$ cat config.mk
export PLATFORM = sky130hd
export DESIGN_NAME = pae_page_table_walker
export DESIGN_NICKNAME = d
export VERILOG_FILES = /design/src/rtl/core/paeptw_pkg.sv /design/src/rtl/core/paeptw_step.sv /design/src/rtl/core/pae_page_table_walker.sv
export SDC_FILE = /design/constraint.sdc
export NUM_CORES = 1
export LEC_CHECK = 0
export ABC_AREA = 1
export BUFFER_PORTS_ARGS = -buffer_cell sky130_fd_sc_hd__buf_2
export CAP_MARGIN = 5
export CELL_PAD_IN_SITES_DETAIL_PLACEMENT = 1
export CELL_PAD_IN_SITES_GLOBAL_PLACEMENT = 1
export CORE_MARGIN = 4
export CORE_UTILIZATION = 48
export CTS_BUF_LIST = sky130_fd_sc_hd__clkbuf_4
export DETAILED_ROUTE_END_ITERATION = 8
export PLACE_DENSITY = 0.95
export SLEW_MARGIN = 30
export SYNTH_ARGS = -nofsm -noshare
export SYNTH_HDL_FRONTEND = slang
export SYNTH_HIERARCHICAL = 1
export SYNTH_SLANG_ARGS = --single-unit
$ cat constraint.sdc
create_clock -name clk -period 13.8 [get_ports clk]
set_input_delay 1.38 -clock clk [delete_from_list [all_inputs] [get_ports clk]]
set_output_delay 1.38 -clock clk [all_outputs]
set_load 0.02 [all_outputs]
$ cat src/rtl/core/paeptw_pkg.sv
// ----------------------------------------------------------------------------
// paeptw_pkg
// Types and constants shared by the PAE page table walker modules.
// ----------------------------------------------------------------------------
package paeptw_pkg;

  localparam logic [1:0] PHASE_IDLE  = 2'd0;
  localparam logic [1:0] PHASE_PDPTE = 2'd1;
  localparam logic [1:0] PHASE_PDE   = 2'd2;
  localparam logic [1:0] PHASE_PTE   = 2'd3;

  localparam logic [1:0] KIND_READ   = 2'd0;
  localparam logic [1:0] KIND_DONE   = 2'd1;
  localparam logic [1:0] KIND_FAULT  = 2'd2;
  localparam logic [1:0] KIND_REJECT = 2'd3;

  localparam logic [1:0] LEVEL_PDPTE = 2'd0;
  localparam logic [1:0] LEVEL_PDE   = 2'd1;
  localparam logic [1:0] LEVEL_PTE   = 2'd2;

  localparam logic REQ_TRANSLATE = 1'b0;
  localparam logic REQ_DATA      = 1'b1;

  typedef struct packed {
    logic        req_type;
    logic [31:0] vaddr;
    logic [31:0] table_base;
    logic [63:0] read_data;
  } item_t;

  typedef struct packed {
    logic [1:0]  result_kind;
    logic [31:0] read_address;
    logic [35:0] phys_address;
    logic        large_page;
    logic [1:0]  fault_level;
  } result_t;

endpackage

$ cat src/rtl/core/paeptw_step.sv
// ----------------------------------------------------------------------------
// paeptw_step
// One walk step: decodes a request against the walk phase and builds the
// result and the next walk state.
// ----------------------------------------------------------------------------
module paeptw_step (
  input  paeptw_pkg::item_t   item,
  input  logic [1:0]          phase,
  input  logic [31:0]         held_va,
  input  logic                win_en,
  output paeptw_pkg::result_t res,
  output logic [1:0]          phase_nxt,
  output logic [31:0]         held_va_nxt
);

  logic        present;
  logic [63:0] e;

  assign e       = item.read_data;
  assign present = e[0] | (win_en & e[11] & ~e[10]);

  always_comb begin
    res         = '0;
    phase_nxt   = phase;
    held_va_nxt = held_va;
    if (item.req_type == paeptw_pkg::REQ_TRANSLATE) begin
      if (phase != paeptw_pkg::PHASE_IDLE) begin
        res.result_kind = paeptw_pkg::KIND_REJECT;
      end else begin
        held_va_nxt      = item.vaddr;
        phase_nxt        = paeptw_pkg::PHASE_PDPTE;
        res.result_kind  = paeptw_pkg::KIND_READ;
        res.read_address = {item.table_base[31:5], item.vaddr[31:30], 3'b000};
      end
    end else begin
      unique case (phase)
        paeptw_pkg::PHASE_PDPTE: begin
          if (!present) begin
            phase_nxt       = paeptw_pkg::PHASE_IDLE;
            res.result_kind = paeptw_pkg::KIND_FAULT;
            res.fault_level = paeptw_pkg::LEVEL_PDPTE;
          end else begin
            phase_nxt        = paeptw_pkg::PHASE_PDE;
            res.result_kind  = paeptw_pkg::KIND_READ;
            res.read_address = {e[31:12], held_va[29:21], 3'b000};
          end
        end
        paeptw_pkg::PHASE_PDE: begin
          if (!present) begin
            phase_nxt       = paeptw_pkg::PHASE_IDLE;
            res.result_kind = paeptw_pkg::KIND_FAULT;
            res.fault_level = paeptw_pkg::LEVEL_PDE;
          end else if (e[7]) begin
            phase_nxt        = paeptw_pkg::PHASE_IDLE;
            res.result_kind  = paeptw_pkg::KIND_DONE;
            res.phys_address = {e[35:21], held_va[20:0]};
            res.large_page   = 1'b1;
          end else begin
            phase_nxt        = paeptw_pkg::PHASE_PTE;
            res.result_kind  = paeptw_pkg::KIND_READ;
            res.read_address = {e[31:12], held_va[20:12], 3'b000};
          end
        end
        paeptw_pkg::PHASE_PTE: begin
          phase_nxt = paeptw_pkg::PHASE_IDLE;
          if (!present) begin
            res.result_kind = paeptw_pkg::KIND_FAULT;
            res.fault_level = paeptw_pkg::LEVEL_PTE;
          end else begin
            res.result_kind  = paeptw_pkg::KIND_DONE;
            res.phys_address = {e[35:12], held_va[11:0]};
          end
        end
        default: begin
          res.result_kind = paeptw_pkg::KIND_REJECT;
        end
      endcase
    end
  end

endmodule

$ cat src/rtl/core/pae_page_table_walker.sv
// ----------------------------------------------------------------------------
// pae_page_table_walker
// Three-level PAE page table walker advanced one request at a time.
//
// channel  direction  handshake          payload
// in       input      in_vld / in_stall  req_type, vaddr, table_base,
//                                        read_data
// out      output     out_vld/out_stall  result_kind, read_address,
//                                        phys_address, large_page, fault_level
// cfg      input      cfg_wr_en          cfg_wr_data (windows transition enable)
//
// A request passes the input register, one step of decode and address
// logic, and the result register. One request per cycle sustained unless out_stall holds the result.
// Synchronous active-low reset returns the walk to idle and clears the option.
// A stalled result holds the result register; the input register still takes
// a request if the result register frees in the same cycle.
// ----------------------------------------------------------------------------
module pae_page_table_walker (
  input  logic        clk,
  input  logic        rst_n,
  input  logic        cfg_wr_en,
  input  logic        cfg_wr_data,
  input  logic        in_vld,
  output logic        in_stall,
  input  logic        in_req_type,
  input  logic [31:0] in_vaddr,
  input  logic [31:0] in_table_base,
  input  logic [63:0] in_read_data,
  output logic        out_vld,
  input  logic        out_stall,
  output logic [1:0]  out_result_kind,
  output logic [31:0] out_read_address,
  output logic [35:0] out_phys_address,
  output logic        out_large_page,
  output logic [1:0]  out_fault_level
);

  logic                in_vld_r, in_vld_nxt;
  paeptw_pkg::item_t   item_r;
  logic                out_vld_r, out_vld_nxt;
  paeptw_pkg::result_t res_r;
  paeptw_pkg::result_t res_nxt;
  logic [1:0]          phase_r, phase_nxt;
  logic [31:0]         held_va_r, held_va_nxt;
  logic                win_en_r;
  logic                accept;
  logic                advance;

  assign advance  = in_vld_r & (~out_vld_r | ~out_stall);
  assign in_stall = in_vld_r & ~advance;
  assign accept   = in_vld & ~in_stall;

  assign in_vld_nxt  = accept | (in_vld_r & ~advance);
  assign out_vld_nxt = advance | (out_vld_r & out_stall);

  paeptw_step u_step (
    .item        (item_r),
    .phase       (phase_r),
    .held_va     (held_va_r),
    .win_en      (win_en_r),
    .res         (res_nxt),
    .phase_nxt   (phase_nxt),
    .held_va_nxt (held_va_nxt)
  );

  always_ff @(posedge clk) begin
    if (!rst_n) begin
      in_vld_r  <= 1'b0;
      out_vld_r <= 1'b0;
      phase_r   <= paeptw_pkg::PHASE_IDLE;
      held_va_r <= '0;
      win_en_r  <= 1'b0;
    end else begin
      in_vld_r  <= in_vld_nxt;
      out_vld_r <= out_vld_nxt;
      if (cfg_wr_en) begin
        win_en_r <= cfg_wr_data;
      end
      if (advance) begin
        phase_r   <= phase_nxt;
        held_va_r <= held_va_nxt;
      end
    end
  end

  always_ff @(posedge clk) begin
    if (accept) begin
      item_r.req_type   <= in_req_type;
      item_r.vaddr      <= in_vaddr;
      item_r.table_base <= in_table_base;
      item_r.read_data  <= in_read_data;
    end
    if (advance) begin
      res_r <= res_nxt;
    end
  end

  assign out_vld          = out_vld_r;
  assign out_result_kind  = res_r.result_kind;
  assign out_read_address = res_r.read_address;
  assign out_phys_address = res_r.phys_address;
  assign out_large_page   = res_r.large_page;
  assign out_fault_level  = res_r.fault_level;

  // rejected requests leave the walk untouched
  a_reject_keeps_walk: assert property (@(posedge clk) disable iff (!rst_n)
    advance && res_nxt.result_kind == paeptw_pkg::KIND_REJECT
    |=> $stable(phase_r) && $stable(held_va_r))
    else $error("rejected request changed walk state");

  // a finished or faulted walk returns to idle
  a_end_to_idle: assert property (@(posedge clk) disable iff (!rst_n)
    advance && (res_nxt.result_kind == paeptw_pkg::KIND_DONE ||
                res_nxt.result_kind == paeptw_pkg::KIND_FAULT)
    |=> phase_r == paeptw_pkg::PHASE_IDLE)
    else $error("walk not idle after completion");

  // a read request always leaves the walk waiting for data
  a_read_waits: assert property (@(posedge clk) disable iff (!rst_n)
    advance && res_nxt.result_kind == paeptw_pkg::KIND_READ
    |=> phase_r != paeptw_pkg::PHASE_IDLE)
    else $error("read issued but walk idle");

  // only done results carry a physical address or page size
  a_done_fields: assert property (@(posedge clk) disable iff (!rst_n)
    out_vld && out_result_kind != paeptw_pkg::KIND_DONE
    |-> out_phys_address == '0 && !out_large_page)
    else $error("translation fields set on non-done result");

endmodule
Word level (Yosys, flattened, before mapping):

Index checks and enable logic that the tools add are counted.
W data, S select, Z words.

* equality and inequality tests: 5
* mux-type cells: 23
* bitwise logic cells: 17
* reduce and logical (&&, ||, !) cells: 4

Operators with widths (number)
* $mux W32: 3
* $pmux W36 S2: 1
* $mux W69: 1
* $pmux W32 S2: 1
* $mux W37: 1
* $mux W36: 1
* $mux W34: 1
* $mux W2: 9
* $pmux W2 S3: 2
* $reduce_and A3 Y1: 3
* $not A1 Y1: 7
* $and A1 B1 Y1: 6
* $eq A2 B2 Y1 const B: 2
* $ne A4 B1 Y1 const B: 1
* $or A1 B1 Y1: 4
* $pmux W2 S2: 1
* $eq A2 B1 Y1 const B: 1
* $mux W1: 2
* $ne A2 B2 Y1 const B: 1
* $reduce_bool A2 Y1: 1

* flip-flop bits (word level): 209
* input port bits: 135
* output and inout bits: 75

Longest topological paths before layout:

* word-level depth: 8
* mapped depth: 12
* depth with buffers taken out: 11

Cells and area by module:

The synthesis kept the hierarchy.

Modules (own cells, without submodules)
* pae_page_table_walker: times used 1, cells an instance 442, area each 7699.9 µm², sequential area each 6806.5 µm²
* paeptw_step: times used 1, cells an instance 346, area each 1702.9 µm², sequential area each 0.0 µm²

Least setup slack after synthesis:

Ideal clock, no wire load.

* path type: input to register
* from: in out_stall
* to: reg res_r, in the netlist out_fault_level[0], enable pin
* setup time: 528 ps
* data arrival time: 4845 ps
* slack: 8426 ps
* cell stages on the path: 1
* path through: a21oi_1

* word-level cells in the longest chain between the ends: 3

RTL lines
* start, declared: RTL line pae_page_table_walker.sv:30 `input logic out_stall,`
* $not A1 Y1: RTL line pae_page_table_walker.sv:49 `assign advance = in_vld_r & (~out_vld_r | ~out_stall);`
* $or A1 B1 Y1: RTL line pae_page_table_walker.sv:49
* $and A1 B1 Y1: RTL line pae_page_table_walker.sv:49
* end signal, assigned: RTL line pae_page_table_walker.sv:94 `res_r <= res_nxt;`
* end, declared: RTL line pae_page_table_walker.sv:41 `paeptw_pkg::result_t res_r;`

Every way passes these cells.
A chain may end at the register's enable or synchronous reset.

Final worst setup path:

* from: in out_stall
* to: out in_stall

* word-level cells in the longest chain between the ends: 5

RTL lines
* $not A1 Y1: RTL line pae_page_table_walker.sv:49
* $or A1 B1 Y1: RTL line pae_page_table_walker.sv:49
* $and A1 B1 Y1: RTL line pae_page_table_walker.sv:49
* $not A1 Y1: RTL line pae_page_table_walker.sv:50 `assign in_stall = in_vld_r & ~advance;`
* $and A1 B1 Y1: RTL line pae_page_table_walker.sv:50
* end, declared: RTL line pae_page_table_walker.sv:24 `output logic in_stall,`

Every way passes these cells.

==> results.txt <==
----------------------------------------------------
[Critical path]
  Crit end category ... output pin
  Setup crit start ... out_stall
  Critical Path RT ... ~12 ns
  CP Class ... primary input to output pin
  Reg2Reg Capture Point ... item_r[21]$_DFFE_PP_
  Sort of element at the start of the critical path ... primary input
  Number of cells on the worst reg-to-reg path ... 4
  Worst Path Arrival ... 1.94 ns
  Startpoint of the worst register-to-register path ... in_vld_r$_SDFF_PN0_
  Setup slack of the worst register-to-register path ... 11.16 ns
  Largest driver fanout on the critical path ... 3

[Clocking]
  Worst skew pair latency ... around 0.57 ns
  Clk pin slew, worst setup/hold paths ... 0.16 ns
  H-tree depth reported by CTS ... 4
  Clock tree from TritonCTS ... done
  Postcts setup bufs ... 0
  Buffer type at the clock tree root ... sky130_fd_sc_hd__clkbuf_4
  Hold buffer count at cts ... 0
  CTS sink count ... between 150 and 200
  Number of instances resized during post-cts repair ... 0
  Number of buffers added by the clock tree synthesis step ... 17
  Maximum buffer depth of the clock tree ... 2

[Finish]
  Filler Cell Count ... 1850
  Area delta synth->final ... 14.5%
  Number of nets in the finished design ... 1012
  Final Cell Area ... 9240 sq um
  Share of layout cells above drive strength 1 ... around 26%
  Final Instance Count excl. Fillers ... 1107

[STA]
  Setup TNS Final ... 0 ns
  Hold Vio Cnt, Final ... 0
  Post-route worst setup slack ... 10.48 ns
  Final period demand of the worst path ... 3.32 ns
  RSZ-0062 raised after global routing ... false
  Final hold slack ... 0.506 ns
  Share of the cycle needed by the critical path after routing ... roughly a quarter
  Max Clock Skew ... a little under 0.03 ns
  Number of max-slew violations in the final report ... 0
  Worst Tran Pin Value ... 0.872 ns
  Highest attainable clock frequency ... 301 MHz
  Final count of negative-setup-slack endpoints ... 0
  Max-Slew Margin vs Limit ... about two fifths

[Place]
  Port buffer count ... 168
  Detailed placement HPWL ... 13.6 mm
  Placed instance count ... 1072
  Placer's final routability congestion estimate ... 0.760
  Placement-stage worst setup slack ... 10.43 ns
  Placement-stage cell area ... slightly below 9000 sq um

[Floorplanning]
  Die Ht ... 138 um
  Initial core utilization ... 48.9%
  Num ports ... 210
  Core area ... 16500 sq um
  Row count ... 47
  Horizontal die dimension ... approximately 140 um
  Area of the die ... roughly 19000 sq um

[Global route]
  Wire length of the first global-routing pass ... ~31 mm
  Initial antenna violation count ... 1
  Vias in the first global route ... 5939
  Total Routing Usage GR ... 21.5%
  Residual overflow from global routing ... 0
  Largest net degree at the start of global routing ... 74

[Power and ir drop]
  Net switching share of the total power ... around a quarter
  Total power divided by cell area ... between 100 and 150 nW/um^2
  Power share of the clock group ... 29.1%
  Worst-case vdd ir drop ... 0.0489 mV
  Fraction of power consumed by sequential logic ... 60.4%
  NetSw ... 0.000305 W
  Pleak ... 3.77 nW
  Combinational share of power ... 10.5%
  Internal power ... 0.000844 W

[Worst hold path]
  Type of the tightest min-delay check ... flop to flop
  Start point of the worst min-delay path ... held_va_r[1]$_SDFFE_PN0P_
  Hold-critical path endpoint ... held_va_r[1]$_SDFFE_PN0P_
  Hold Path Cell Cnt ... 2

[Synthesis]
  Warnings, synthesis ... 6
  Cell count after synthesis ... 731
  Post-synthesis instance area ... 8070 sq um
  Mean instance size in the synthesized netlist ... around 11 sq um

[Detailed routing]
  DR iter-0 viols ... 448
  First drt pass iteration count ... 5
  Aggregate routed wire length ... 20.1 mm
  Post-route DRC violation count ... 0
  Routed via count ... 5753
  Antenna-violating nets left ... 0
  Via density per instance ... ~5.2
  Routed len/inst ... 18.1 um

[Flow run]
  Max_cap viols ... 0

[Status]
  Result of the run ... finished clean

----------------------------------------------------
## cell type report
class,instances,area (sq um),share of cell area [%]
sequential,196,5540,59.9
multi-input combinational,425,1990,21.5
timing repair buffer,172,882,9.54
tap,220,275,2.98
inverter,60,228,2.46
clock inverter,15,195,2.11
clock buffer,17,128,1.38
antenna,2,5.00,0.0541
## worst max-delay path, cell delays in order
cell,delay [ns]
sky130_fd_sc_hd__buf_2,0.16
sky130_fd_sc_hd__nand3_1,0.15
sky130_fd_sc_hd__inv_1,0.10
sky130_fd_sc_hd__buf_2,0.16
## registers in the layout, summed over array words and instances, names as in the netlist
name and flops:
out_result_kind 2, phase_r 2, out_phys_address 36, out_vld 1, held_va_r 30, out_fault_level 2, item_r 88, out_large_page 1
out_read_address 32, in_vld_r 1, win_en_r 1
## power groups by stage
stage / sequential (W) / combinational, W / clock [W]
finish: 0.000694 / 0.000121 / 0.000334
global route: 0.000698 / 0.000135 / 0.000373
CTS: 0.000695 / 0.000122 / 0.000343
detailed placement: 0.000708 / 0.000121 / 0
global placement: 0.000705 / 0.000113 / 0
floorplan: 0.000712 / 0.0000765 / 0
## cells in the final DEF, fill, tap and decap left out, types with 17 or more instances in the layout
| cell | instances |
|---|---|
| sky130_fd_sc_hd__o21ai_1 | 31 |
| sky130_fd_sc_hd__nand3_1 | 81 |
| sky130_fd_sc_hd__dfxtp_1 | 34 |
| sky130_fd_sc_hd__nand2_1 | 180 |
| sky130_fd_sc_hd__nor2_1 | 46 |
| sky130_fd_sc_hd__inv_1 | 55 |
| sky130_fd_sc_hd__buf_2 | 168 |
| sky130_fd_sc_hd__a21oi_1 | 49 |
| sky130_fd_sc_hd__edfxtp_1 | 161 |
| sky130_fd_sc_hd__clkbuf_4 | 17 |
## routing by layer
metal	GRT usage (%)	vias up	wire length (um)
li1	-	2743	-
met1	27.7	2790	8220
met2	36.9	189	10200
met3	4.27	31	1250
met4	6.53	0	357
met5	0	-	0
## per-stage QoR
step | utilization [%] | total power (W)
finish | 55.9 | 0.00115
global route | 55.9 | 0.00121
CTS | 55.8 | 0.00116
detailed placement | 53.8 | 0.000829
global placement | 53.7 | 0.000819
floorplan | - | 0.000789
## worst max-delay path by stage
stage / endpoint / slack (ns) / cells past startpoint
3_3_place_gp: in_stall / 10.53 / 4
4_1_cts: in_stall / 10.46 / 3
3_5_place_dp: item_r[26]$_DFFE_PP_ / 10.43 / 5
2_1_floorplan: out_fault_level[0]$_DFFE_PP_ / 8.43 / 1
6_report: in_stall / 10.48 / 4
5_1_grt: in_stall / 10.36 / 3
Power figures use the tool's default switching activity.
